File: config.mk
export PLATFORM = sky130hd
export DESIGN_NAME = gha_ctrl
export DESIGN_NICKNAME = d
export VERILOG_FILES = /design/src/hw/rtl/gha_pkg.sv /design/src/hw/rtl/gha_ctrl.sv
export SDC_FILE = /design/constraint.sdc
export NUM_CORES = 1
export LEC_CHECK = 0
export BUFFER_PORTS_ARGS = -buffer_cell sky130_fd_sc_hd__buf_2
export CAP_MARGIN = 20
export CORE_MARGIN = 3
export CORE_UTILIZATION = 57
export CTS_CLUSTER_DIAMETER = 100
export DETAILED_ROUTE_END_ITERATION = 7
export PLACE_DENSITY = 0.95
export SYNTH_ARGS = -nofsm -noshare
export SYNTH_HDL_FRONTEND = slang
export SYNTH_SLANG_ARGS = --single-unit
File: constraint.sdc
create_clock -name clk -period 6.6 [get_ports clk]
set_input_delay 0.99 -clock clk [delete_from_list [all_inputs] [get_ports clk]]
set_output_delay 0.99 -clock clk [all_outputs]
set_load 0.02 [all_outputs]
File: src/hw/rtl/gha_pkg.sv
// Shared constants, codes and types of the generational handle allocator.
`timescale 1ns / 1ps

package gha_pkg;

	// Fixed field widths of the request and result channels.
	localparam int REQ_W    = 3;
	localparam int HIDX_W   = 10;
	localparam int HGEN_W   = 16;
	localparam int STATUS_W = 2;
	localparam int LIVE_W   = 11;

	// Default sizes handed to the top level parameters.
	localparam int SLOT_COUNT_DEF    = 1024;
	localparam int GEN_BITS_DEF      = 16;
	localparam int PENDING_DEPTH_DEF = 1024;

	typedef logic [REQ_W-1:0]    req_t;
	typedef logic [STATUS_W-1:0] status_t;

	localparam req_t REQ_ALLOC = 3'd0;
	localparam req_t REQ_MARK  = 3'd1;
	localparam req_t REQ_FLUSH = 3'd2;
	localparam req_t REQ_LOOK  = 3'd3;
	localparam req_t REQ_CLEAR = 3'd4;

	localparam status_t ST_OK     = 2'd0;
	localparam status_t ST_NOFREE = 2'd1;
	localparam status_t ST_STALE  = 2'd2;
	localparam status_t ST_FULL   = 2'd3;

	typedef struct packed {
		status_t             status;
		logic [HIDX_W-1:0]   out_index;
		logic [HGEN_W-1:0]   out_generation;
		logic                present;
		logic                alive;
		logic [LIVE_W-1:0]   live_count;
	} result_t;

endpackage

File: src/hw/rtl/gha_ctrl.sv
// Request sequencer: read-modify-write of slot records, free stack and pending list.
`timescale 1ns / 1ps

module gha_ctrl #(
	parameter int SLOT_COUNT    = gha_pkg::SLOT_COUNT_DEF,
	parameter int GEN_BITS      = gha_pkg::GEN_BITS_DEF,
	parameter int PENDING_DEPTH = gha_pkg::PENDING_DEPTH_DEF,
	localparam int IW  = $clog2(SLOT_COUNT),
	localparam int CW  = $clog2(SLOT_COUNT + 1),
	localparam int PAW = (PENDING_DEPTH > 1) ? $clog2(PENDING_DEPTH) : 1,
	localparam int SW  = GEN_BITS + 2,
	localparam int FW  = IW + GEN_BITS,
	localparam int PDW = gha_pkg::HIDX_W + gha_pkg::HGEN_W
) (
	input  logic                        clk,
	input  logic                        arst_n,
	input  logic                        in_valid,
	output logic                        in_stall,
	input  gha_pkg::req_t               req_type,
	input  logic [gha_pkg::HIDX_W-1:0]  handle_index,
	input  logic [gha_pkg::HGEN_W-1:0]  handle_generation,
	input  logic                        out_free,
	output logic                        res_valid,
	output gha_pkg::result_t            res_out,
	output logic                        slot_we,
	output logic [IW-1:0]               slot_waddr,
	output logic [SW-1:0]               slot_wdata,
	output logic [IW-1:0]               slot_raddr,
	input  logic [SW-1:0]               slot_rdata,
	output logic                        free_we,
	output logic [IW-1:0]               free_waddr,
	output logic [FW-1:0]               free_wdata,
	output logic [IW-1:0]               free_raddr,
	input  logic [FW-1:0]               free_rdata,
	output logic                        pend_we,
	output logic [PAW-1:0]              pend_waddr,
	output logic [PDW-1:0]              pend_wdata,
	output logic [PAW-1:0]              pend_raddr,
	input  logic [PDW-1:0]              pend_rdata
);

	localparam int PW  = $clog2(PENDING_DEPTH + 1);
	localparam int CGW = (GEN_BITS > gha_pkg::HGEN_W) ? GEN_BITS : gha_pkg::HGEN_W;
	localparam logic [IW-1:0] LAST_IDX = IW'(SLOT_COUNT - 1);

	typedef enum logic [8:0] {
		S_INIT  = 9'b000000001,
		S_IDLE  = 9'b000000010,
		S_ALLOC = 9'b000000100,
		S_MARK  = 9'b000001000,
		S_LOOK  = 9'b000010000,
		S_FLP   = 9'b000100000,
		S_FLS   = 9'b001000000,
		S_CLR   = 9'b010000000,
		S_DONE  = 9'b100000000
	} state_t;

	state_t                      state_q, state_d;
	logic [IW-1:0]               ctr_q, ctr_d;
	logic [CW-1:0]               free_count_q, free_count_d;
	logic [PW-1:0]               pend_count_q, pend_count_d;
	logic [PW-1:0]               fl_ptr_q, fl_ptr_d, fl_ptr_next;
	logic [gha_pkg::HIDX_W-1:0]  hidx_q;
	logic [gha_pkg::HGEN_W-1:0]  hgen_q;
	logic [IW-1:0]               fl_idx_q, fl_idx_d;
	logic [gha_pkg::HGEN_W-1:0]  fl_gen_q, fl_gen_d;
	gha_pkg::result_t            res_q, res_d;
	logic                        fin;
	logic [CW-1:0]               live_full;

	// Fields of the slot record, the popped free entry and the pending entry.
	logic                        s_occ, s_alive;
	logic [GEN_BITS-1:0]         s_gen, a_gen, gen_new;
	logic [IW-1:0]               a_idx;
	logic [gha_pkg::HIDX_W-1:0]  p_idx;
	logic [gha_pkg::HGEN_W-1:0]  p_gen;
	logic                        hit_req, hit_fl;

	assign {s_occ, s_alive, s_gen} = slot_rdata;
	assign {a_idx, a_gen}          = free_rdata;
	assign {p_idx, p_gen}          = pend_rdata;
	assign gen_new                 = a_gen + 1'b1;
	assign hit_req = s_occ && (CGW'(s_gen) == CGW'(hgen_q));
	assign hit_fl  = s_occ && (CGW'(s_gen) == CGW'(fl_gen_q));
	assign fl_ptr_next = fl_ptr_q + 1'b1;

	always_comb begin
		state_d      = state_q;
		ctr_d        = ctr_q;
		free_count_d = free_count_q;
		pend_count_d = pend_count_q;
		fl_ptr_d     = fl_ptr_q;
		fl_idx_d     = fl_idx_q;
		fl_gen_d     = fl_gen_q;
		fin          = 1'b0;
		res_d        = '0;
		in_stall     = 1'b1;
		slot_we      = 1'b0;
		slot_waddr   = ctr_q;
		slot_wdata   = '0;
		slot_raddr   = '0;
		free_we      = 1'b0;
		free_waddr   = IW'(free_count_q);
		free_wdata   = '0;
		free_raddr   = IW'(free_count_q - 1'b1);
		pend_we      = 1'b0;
		pend_waddr   = PAW'(pend_count_q);
		pend_wdata   = {hidx_q, hgen_q};
		pend_raddr   = '0;
		res_valid    = 1'b0;
		res_out      = res_q;

		case (state_q)
			S_INIT: begin
				// Clearing pass: empty slot records, free stack in descending index order.
				slot_we    = 1'b1;
				slot_waddr = ctr_q;
				free_we    = 1'b1;
				free_waddr = ctr_q;
				free_wdata = {LAST_IDX - ctr_q, {GEN_BITS{1'b0}}};
				ctr_d      = ctr_q + 1'b1;
				if (ctr_q == LAST_IDX) begin
					state_d = S_IDLE;
				end
			end
			S_IDLE: begin
				in_stall = 1'b0;
				if (in_valid) begin
					case (req_type)
						gha_pkg::REQ_ALLOC: begin
							if (free_count_q == '0) begin
								fin          = 1'b1;
								res_d.status = gha_pkg::ST_NOFREE;
							end else begin
								free_count_d = free_count_q - 1'b1;
								state_d      = S_ALLOC;
							end
						end
						gha_pkg::REQ_MARK, gha_pkg::REQ_LOOK: begin
							res_d.out_index = handle_index;
							slot_raddr      = IW'(handle_index);
							if (32'(handle_index) >= SLOT_COUNT) begin
								fin          = 1'b1;
								res_d.status = gha_pkg::ST_STALE;
							end else if (req_type == gha_pkg::REQ_MARK) begin
								state_d = S_MARK;
							end else begin
								state_d = S_LOOK;
							end
						end
						gha_pkg::REQ_FLUSH: begin
							pend_raddr = '0;
							fl_ptr_d   = '0;
							if (pend_count_q == '0) begin
								fin = 1'b1;
							end else begin
								state_d = S_FLP;
							end
						end
						gha_pkg::REQ_CLEAR: begin
							slot_raddr = '0;
							ctr_d      = '0;
							state_d    = S_CLR;
						end
						default: begin
							fin = 1'b1;
						end
					endcase
				end
			end
			S_ALLOC: begin
				slot_we              = 1'b1;
				slot_waddr           = a_idx;
				slot_wdata           = {1'b1, 1'b1, gen_new};
				fin                  = 1'b1;
				res_d.out_index      = gha_pkg::HIDX_W'(a_idx);
				res_d.out_generation = gha_pkg::HGEN_W'(gen_new);
			end
			S_MARK: begin
				fin             = 1'b1;
				res_d.out_index = hidx_q;
				if (!hit_req) begin
					res_d.status = gha_pkg::ST_STALE;
				end else if (pend_count_q == PW'(PENDING_DEPTH)) begin
					res_d.status = gha_pkg::ST_FULL;
				end else begin
					slot_we      = 1'b1;
					slot_waddr   = IW'(hidx_q);
					slot_wdata   = {1'b1, 1'b0, s_gen};
					pend_we      = 1'b1;
					pend_count_d = pend_count_q + 1'b1;
				end
			end
			S_LOOK: begin
				fin             = 1'b1;
				res_d.out_index = hidx_q;
				if (hit_req) begin
					res_d.present = 1'b1;
					res_d.alive   = s_alive;
				end else begin
					res_d.status = gha_pkg::ST_STALE;
				end
			end
			S_FLP: begin
				slot_raddr = IW'(p_idx);
				fl_idx_d   = IW'(p_idx);
				fl_gen_d   = p_gen;
				state_d    = S_FLS;
			end
			S_FLS: begin
				// The slot write lands before the next entry's slot read, so a handle
				// queued twice finds its slot already empty.
				if (hit_fl && !s_alive) begin
					slot_we    = 1'b1;
					slot_waddr = fl_idx_q;
					slot_wdata = {1'b0, 1'b0, s_gen};
					if (free_count_q != CW'(SLOT_COUNT)) begin
						free_we      = 1'b1;
						free_wdata   = {fl_idx_q, s_gen};
						free_count_d = free_count_q + 1'b1;
					end
				end
				if (fl_ptr_next == pend_count_q) begin
					pend_count_d = '0;
					fin          = 1'b1;
				end else begin
					pend_raddr = PAW'(fl_ptr_next);
					fl_ptr_d   = fl_ptr_next;
					state_d    = S_FLP;
				end
			end
			S_CLR: begin
				if (s_occ) begin
					slot_we    = 1'b1;
					slot_waddr = ctr_q;
					slot_wdata = {1'b0, 1'b0, s_gen};
					if (free_count_q != CW'(SLOT_COUNT)) begin
						free_we      = 1'b1;
						free_wdata   = {ctr_q, s_gen};
						free_count_d = free_count_q + 1'b1;
					end
				end
				if (ctr_q == LAST_IDX) begin
					fin = 1'b1;
				end else begin
					slot_raddr = ctr_q + 1'b1;
					ctr_d      = ctr_q + 1'b1;
				end
			end
			S_DONE: begin
				if (out_free) begin
					res_valid = 1'b1;
					state_d   = S_IDLE;
				end
			end
			default: begin
				state_d = S_IDLE;
			end
		endcase

		live_full        = CW'(SLOT_COUNT) - free_count_d;
		res_d.live_count = gha_pkg::LIVE_W'(live_full);

		if (fin) begin
			if (out_free) begin
				res_valid = 1'b1;
				res_out   = res_d;
				state_d   = S_IDLE;
			end else begin
				state_d = S_DONE;
			end
		end
	end

	always_ff @(posedge clk or negedge arst_n) begin
		if (!arst_n) begin
			state_q      <= S_INIT;
			ctr_q        <= '0;
			free_count_q <= CW'(SLOT_COUNT);
			pend_count_q <= '0;
			fl_ptr_q     <= '0;
		end else begin
			state_q      <= state_d;
			ctr_q        <= ctr_d;
			free_count_q <= free_count_d;
			pend_count_q <= pend_count_d;
			fl_ptr_q     <= fl_ptr_d;
		end
	end

	always_ff @(posedge clk) begin
		if (state_q == S_IDLE && in_valid) begin
			hidx_q <= handle_index;
			hgen_q <= handle_generation;
		end
		fl_idx_q <= fl_idx_d;
		fl_gen_q <= fl_gen_d;
		if (fin && !out_free) begin
			res_q <= res_d;
		end
	end

endmodule

==> results_dict.tcl, run 1 <==
set metrics [dict create \
    grt_use_met3_pct 8.69 \
    num_vias 9186 \
    grt_util_met2_pct 58.0 \
    finalSetupViolations 0 \
    async_flop_share_pct 35.9 \
    cts_max_path_buffers 2 \
    clockRootBuffer "clkbuf_16" \
    rsz0062_at_grt "no" \
    tns_ns 0 \
    firstDrtPassIters 8 \
    synthCells 958 \
    synth.top_cells.by_count "93 x edfxtp_1, 93 x nand2_1, 74 x nor2_1" \
    synth_seq_cells 145 \
    drv_cap 0 \
    syn-num-nets 1069 \
    grt_max_degree 53 \
    cp.depth 12 \
    p_leak_uw 0.00519 \
    vias_per_cell 6.45 \
    swShare_pct 40.2 \
    grt_antenna_before_repair 1 \
    layout.nets 1313 \
    cts_buffers 17 \
    switching_power_uw 1430 \
    drive_gt1_share_pct 31.2 \
    num_io_pins 279 \
    fin_util_pct 73.1 \
    ys_warn_count 0 \
    critPathKind "reg -> out" \
    skew_ns 0.00974 \
    finalWirelength_um 32800 \
    dp_hpwl_um 24100 \
    drt_iter0_drc 1028 \
    synthDominantCellAreaShare_pct 30.1 \
    start_util_pct 59.7 \
    ant_nets 0 \
    slew_headroom_pct 31.2 \
    die_h_um 134 \
    hold_violations 0 \
    worstSetupEndpoint "res_out[8]" \
    fin_crit_ns 5.60 \
    synth_xor_area_share_pct 8.80 \
    path_clk_slew_ns 0.07 \
    htreeDepth 4 \
    critPathLaunchType "flop" \
    drcViolationCount 0 \
    synth-edff-count 93 \
    yosys-top-cells-area "edfxtp_1 30%, dfrtp_1 13%, xnor2_1 5.3%" \
    reg2reg_depth 9 \
    worst_path_max_delay_cell "nand4_1" \
    grt_overflow_total 0 \
    hold_depth 1 \
    ys_seq_area_share_pct 44.2 \
    ctsHoldBuffers 0 \
    synthAdderAreaFrac_pct 1.08 \
    comb_power_share_pct 36.1 \
    finalPower_uw 3570 \
    dieArea_um2 17800 \
    crit_arrival_ns 4.61 \
    synth_top_family_by_area "simple AND/OR/NAND/NOR gates" \
    crit_fanout 22 \
    die_w_um 134 \
    cts_tree "built" \
    wire_per_inst_um 23.1 \
    yosysTopAreaCell "edfxtp_1" \
    grt_pass1_vias 8613 \
    core_um2 15500 \
    fmax_ghz 0.179 \
    grt_first_pass_wirelength_um 50100 \
    num_rows 45 \
    track_usage_pct 36.2 \
    worst_slew_pin_slew_ns 1.03 \
    clock-sinks 145 \
    crit_buf_inv 3 \
    rr_endpoint "res_q[10]$_DFFE_PP_" \
    syn_to_final_growth_pct 22.5 \
    crit_chain "inv_1 > ha_1 > nor3b_2 > nand4_1 > a21oi_1 > mux2i_1 > ha_1 > inv_1 > nand4bb_1 > xor2_1 > mux2_2 > buf_2" \
    top_usage_layer "met2" \
    synthMuxAreaShare_pct 5.43 \
    n_antenna_cell 0 \
    reg2reg_slack_ns 2.49 \
    path_delay_family "simple AND/OR/NAND/NOR gates" \
    clockPowerShare_pct 27.3 \
    syn-mean-instance-area_um2 9.68 \
    fin_crit_sh_pct 84.9 \
    r2r_start "free_count_q[0]$_DFF_PN0_" \
    powerDensity_nw_per_um2 314 \
    endpoint_kind "primary output" \
    grt_use_met1_pct 48.5 \
    vdd_drop_max_uv 262 \
    post_cts_buffers 0 \
    hold_class "reg -> reg" \
    syn_area_um2 9270 \
    ys_types 71 \
    synthSimpleGateAreaFrac_pct 19.9 \
    max_stage_delay_ns 0.80 \
    status "finished clean" \
    synth_compound_area_share_pct 15.9 \
    io_buffers 278 \
    synth_ff_type "edfxtp_1" \
    gp_congestion 1.02 \
    pwr-share-seq_pct 36.6 \
    clk_latency_ns 0.43 \
    cts.repair.resized 0 \
    final_max_slew_viol_count 0 \
    critPathLaunch "free_count_q[0]$_DFF_PN0_" \
    internal_power_uw 2130 \
    worstPathRequired_ns 5.61 \
]
[sequential cells by signal, summed over array words and instances (netlist names)]
signal and cells:
fl_idx_q 10, hidx_q 10, pend_count_q 11, hgen_q 16, state_q 9, fl_gen_q 16, free_count_q 11, res_q 41
ctr_q 10, fl_ptr_q 11
[final cells by class]
cell class / count / area, um2
well taps: 211 / 264
fillers: 1147 / 4180
clock inverters: 13 / 154
multi-input cells: 709 / 4760
clock buffers: 18 / 429
flip-flops and latches: 145 / 4100
repair buffers: 291 / 1510
inverters: 38 / 143
[power by group through the flow]
stage	logic, uW	registers, uW	clock network, uW
after floorplan	832	1250	0
after global placement	1240	1310	0
after detailed placement	1250	1310	0
after CTS	1260	1300	978
after global routing	1370	1320	1020
final	1290	1300	974
[layout by cell type, fill, tap and decap left out, drive strengths merged, types with 10 or more instances in the layout]
cell type / Yosys / final
and2: 11 / 11
nand4: 20 / 20
clkbuf: 49 / 18
a22oi: 22 / 22
mux2: 42 / 42
and3: 32 / 32
nor2: 74 / 74
nand3: 32 / 32
a21o: 31 / 31
xor2: 32 / 32
xnor2: 56 / 56
a221o: 10 / 10
nor3: 15 / 15
nand2b: 12 / 12
nand2: 93 / 93
inv: 38 / 43
nor4: 18 / 18
o22ai: 16 / 16
edfxtp: 93 / 93
dfrtp: 50 / 50
o21ai: 38 / 38
buf: 17 / 291
a21oi: 28 / 28
or3: 18 / 18
[how the worst min path moves through the flow]
stage                              from                        to  slack (ns)
6_report       fl_ptr_q[10]$_DFFE_PN0P_  fl_ptr_q[10]$_DFFE_PN0P_        0.51
3_5_place_dp   fl_ptr_q[10]$_DFFE_PN0P_  fl_ptr_q[10]$_DFFE_PN0P_        0.50
2_1_floorplan  fl_ptr_q[10]$_DFFE_PN0P_  fl_ptr_q[10]$_DFFE_PN0P_        0.47
5_1_grt         fl_ptr_q[1]$_DFFE_PN0P_   fl_ptr_q[1]$_DFFE_PN0P_        0.53
4_1_cts        fl_ptr_q[10]$_DFFE_PN0P_  fl_ptr_q[10]$_DFFE_PN0P_        0.51
3_3_place_gp   fl_ptr_q[10]$_DFFE_PN0P_  fl_ptr_q[10]$_DFFE_PN0P_        0.49
[logic make-up (layout without fill, tap and decap cells)]
logic type      count (synthesis)  after routing
compound gates                208            208
xor+xnor                       90             90
fa+ha+maj                       8              8
buf+inv                       104            360
flops                         145            145
mux                            45             45
simple gates                  358            358
[worst register-to-register path, stage by stage (launching register included)]
cell and delay, ns:
dfrtp_1 0.47, inv_1 0.13, ha_1 0.27, nor3b_2 0.46, nand4_1 0.80, a311oi_1 0.53
o21ai_0 0.26, or2_2 0.41, nor4_1 0.38, nor2_1 0.11
[routing by layer]
metal	vias to the layer above	part of all wire [%]
met2	700	47
met1	4365	38
li1	4017	-
met5	-	0.030
met3	102	12
met4	2	3.2
[per-stage QoR]
| step | instances | hold WS [ns] | instance area, um2 | setup WS, ns |
|---|---|---|---|---|
| global route | 1425 | 0.530 | 11400 | 0.723 |
| floorplan | 958 | 0.469 | 9270 | 1.99 |
| global placement | 1392 | 0.490 | 10700 | 1.27 |
| CTS | 1424 | 0.507 | 11300 | 1.08 |
| detailed placement | 1393 | 0.498 | 10800 | 1.16 |
| finish | 1425 | 0.509 | 11400 | 1.00 |
Power figures use the tool's default switching activity.
==> run 2, diff against run 1 <==
- CORE_UTILIZATION: 57 -> 48
- PLACE_DENSITY: 0.95 -> 0.86
- clock period: 6.6 -> 4.7 ns (I/O delays scaled with it)
==> run 2 against run 1 <==
Via count is 1.3% lower. Routed wire length is 0.58% lower. Clock skew is 0.0088 ns higher.
==> results_dict.tcl, run 2 (synthesis gave the netlist of run 1 again) <==
set metrics [dict create \
    status "finished clean" \
    finalPower_uw 5080 \
    track_usage_pct 30.1 \
    internal_power_uw 2980 \
    largest_register "res_q" \
    r2r_start "fl_ptr_q[0]$_DFFE_PN0P_" \
    tns_ns 0 \
    start_util_pct 49.2 \
    pwr-share-seq_pct 35.8 \
    core_um2 18800 \
    max_stage_delay_ns 0.57 \
    syn_to_final_growth_pct 26.4 \
    finalWirelength_um 32700 \
    vdd_drop_max_uv 323 \
    layout.nets 1341 \
    hold_class "in -> async" \
    grt_pass1_vias 8611 \
    final_common_cell "buf_2" \
    final_area_um2 11700 \
    crit_chain "or3_4 > or4_4 > nor4_4 > a21o_2 > a21oi_1 > mux2i_1 > ha_2 > inv_1 > nand4bb_1 > xor2_1 > mux2_2 > buf_2" \
    largest_reg_flops 41 \
    gp_congestion 1.03 \
    crit_fanout 7 \
    crit_arrival_ns 3.86 \
    num_io_pins 279 \
    comb_power_share_pct 36.7 \
    critPathLaunch "state_q[2]$_DFFE_PN0P_" \
    critPathKind "reg -> out" \
    cts_tree "built" \
    skew_ns 0.0185 \
    slew_headroom_pct 41.3 \
    io_buffers 278 \
    clock-sinks 145 \
    die_w_um 145 \
    dp_hpwl_um 24700 \
    ctsHoldBuffers 0 \
    powerDensity_nw_per_um2 433 \
    htreeDepth 4 \
    cts_buffers 17 \
    drt_iter0_drc 858 \
    num_vias 9070 \
    switching_power_uw 2100 \
    path_clk_slew_ns 0.07 \
    worstPathRequired_ns 3.99 \
    path_delay_family "simple AND/OR/NAND/NOR gates" \
    dpl_cell_area_um2 11000 \
    endpoint_kind "primary output" \
    fin_crit_ns 4.56 \
    fmax_ghz 0.219 \
    layout_common_cells "278 x buf_2, 93 x edfxtp_1, 91 x nand2_1" \
    drv_cap 0 \
    grt_antenna_before_repair 1 \
    drive_gt1_share_pct 34.2 \
    clk_latency_ns 0.45 \
    n_antenna_cell 0 \
    finalSetupViolations 0 \
    crit_buf_inv 2 \
    grt_overflow_total 0 \
    clockRootBuffer "clkbuf_16" \
    dieArea_um2 21000 \
    hold_violations 0 \
    worst_slew_pin_slew_ns 0.877 \
    ant_nets 0 \
    vias_per_cell 6.03 \
    swShare_pct 41.4 \
    cts_max_path_buffers 2 \
    wire_per_inst_um 21.7 \
    num_rows 50 \
    die_h_um 145 \
    clockPowerShare_pct 27.5 \
    drcViolationCount 0 \
    critPathLaunchType "flop" \
    firstDrtPassIters 6 \
    grt_first_pass_wirelength_um 49900 \
    p_leak_uw 0.00537 \
    reg.largest.list "res_q: 41 flops, fl_gen_q: 16 flops, hgen_q: 16 flops" \
    fin_crit_sh_pct 97.1 \
    worst_path_max_delay_cell "or4_4" \
    grt_max_degree 53 \
    holdWs_ns 0.406 \
    final_max_slew_viol_count 0 \
]
-- run 2: worst register-to-register path: stages (launching register included) --
cell,delay [ns]
dfrtp_1,0.43
ha_2,0.25
and4_1,0.27
nand4_1,0.15
a311o_1,0.38
or4_1,0.48
nor4b_4,0.35
nand2b_1,0.50
o31a_1,0.55
o21ai_0,0.17
o31ai_1,0.09
-- run 2: routing by layer --
| layer | GRT usage, % | vias up | part of all wire [%] |
|---|---|---|---|
| li1 | - | 4084 | - |
| met4 | 9.83 | 2 | 3.0 |
| met5 | 0 | - | 0.037 |
| met1 | 39.8 | 4310 | 39 |
| met2 | 49.5 | 578 | 47 |
| met3 | 6.75 | 96 | 11 |
-- run 2: path summary, 6_finish.rpt --
path	end	slack, ns	cells after the start
max	res_out[8]	0.14	12
min	fl_ptr_q[7]$_DFFE_PN0P_	0.41	2
max reg2reg	fl_ptr_q[10]$_DFFE_PN0P_	0.99	10
min reg2reg	fl_ptr_q[10]$_DFFE_PN0P_	0.51	1
max in group asynchronous	free_count_q[1]$_DFF_PN0_	3.76	2
min in group clk	hgen_q[13]$_DFFE_PP_	0.43	1
-- run 2: power by group through the flow --
stage	Combinational, uW	Sequential, uW	Clock [uW]
floorplan	1170	1760	0
global placement	1790	1820	0
detailed placement	1800	1830	0
CTS	1810	1810	1410
global route	2000	1840	1470
finish	1860	1820	1400
-- run 2: layout make-up --
class,instances,area (um2)
Multi-Input combinational cell,709,4830
Fill cell,1567,7110
Clock inverter,15,184
Clock buffer,17,425
Inverter,38,143
Timing Repair Buffer,319,1710
Tap cell,260,325
Sequential cell,145,4100
-- run 2: stage by stage --
step                      std cells  utilization (%)  setup slack (ns)
after global routing           1503             62.2           -0.0358
after floorplan                 958                -             0.563
after global placement         1467             58.4             0.399
after detailed placement       1467             58.4             0.370
after CTS                      1501             61.8            0.0240
final                          1503             62.2             0.138
-- run 2: timing repair --
item                                    CTS  global route
pin swaps                                 1             4
endpoints found under the setup margin    3            42
setup buffers                             2             2
resized for setup                         3            17
gates cloned                              0             0
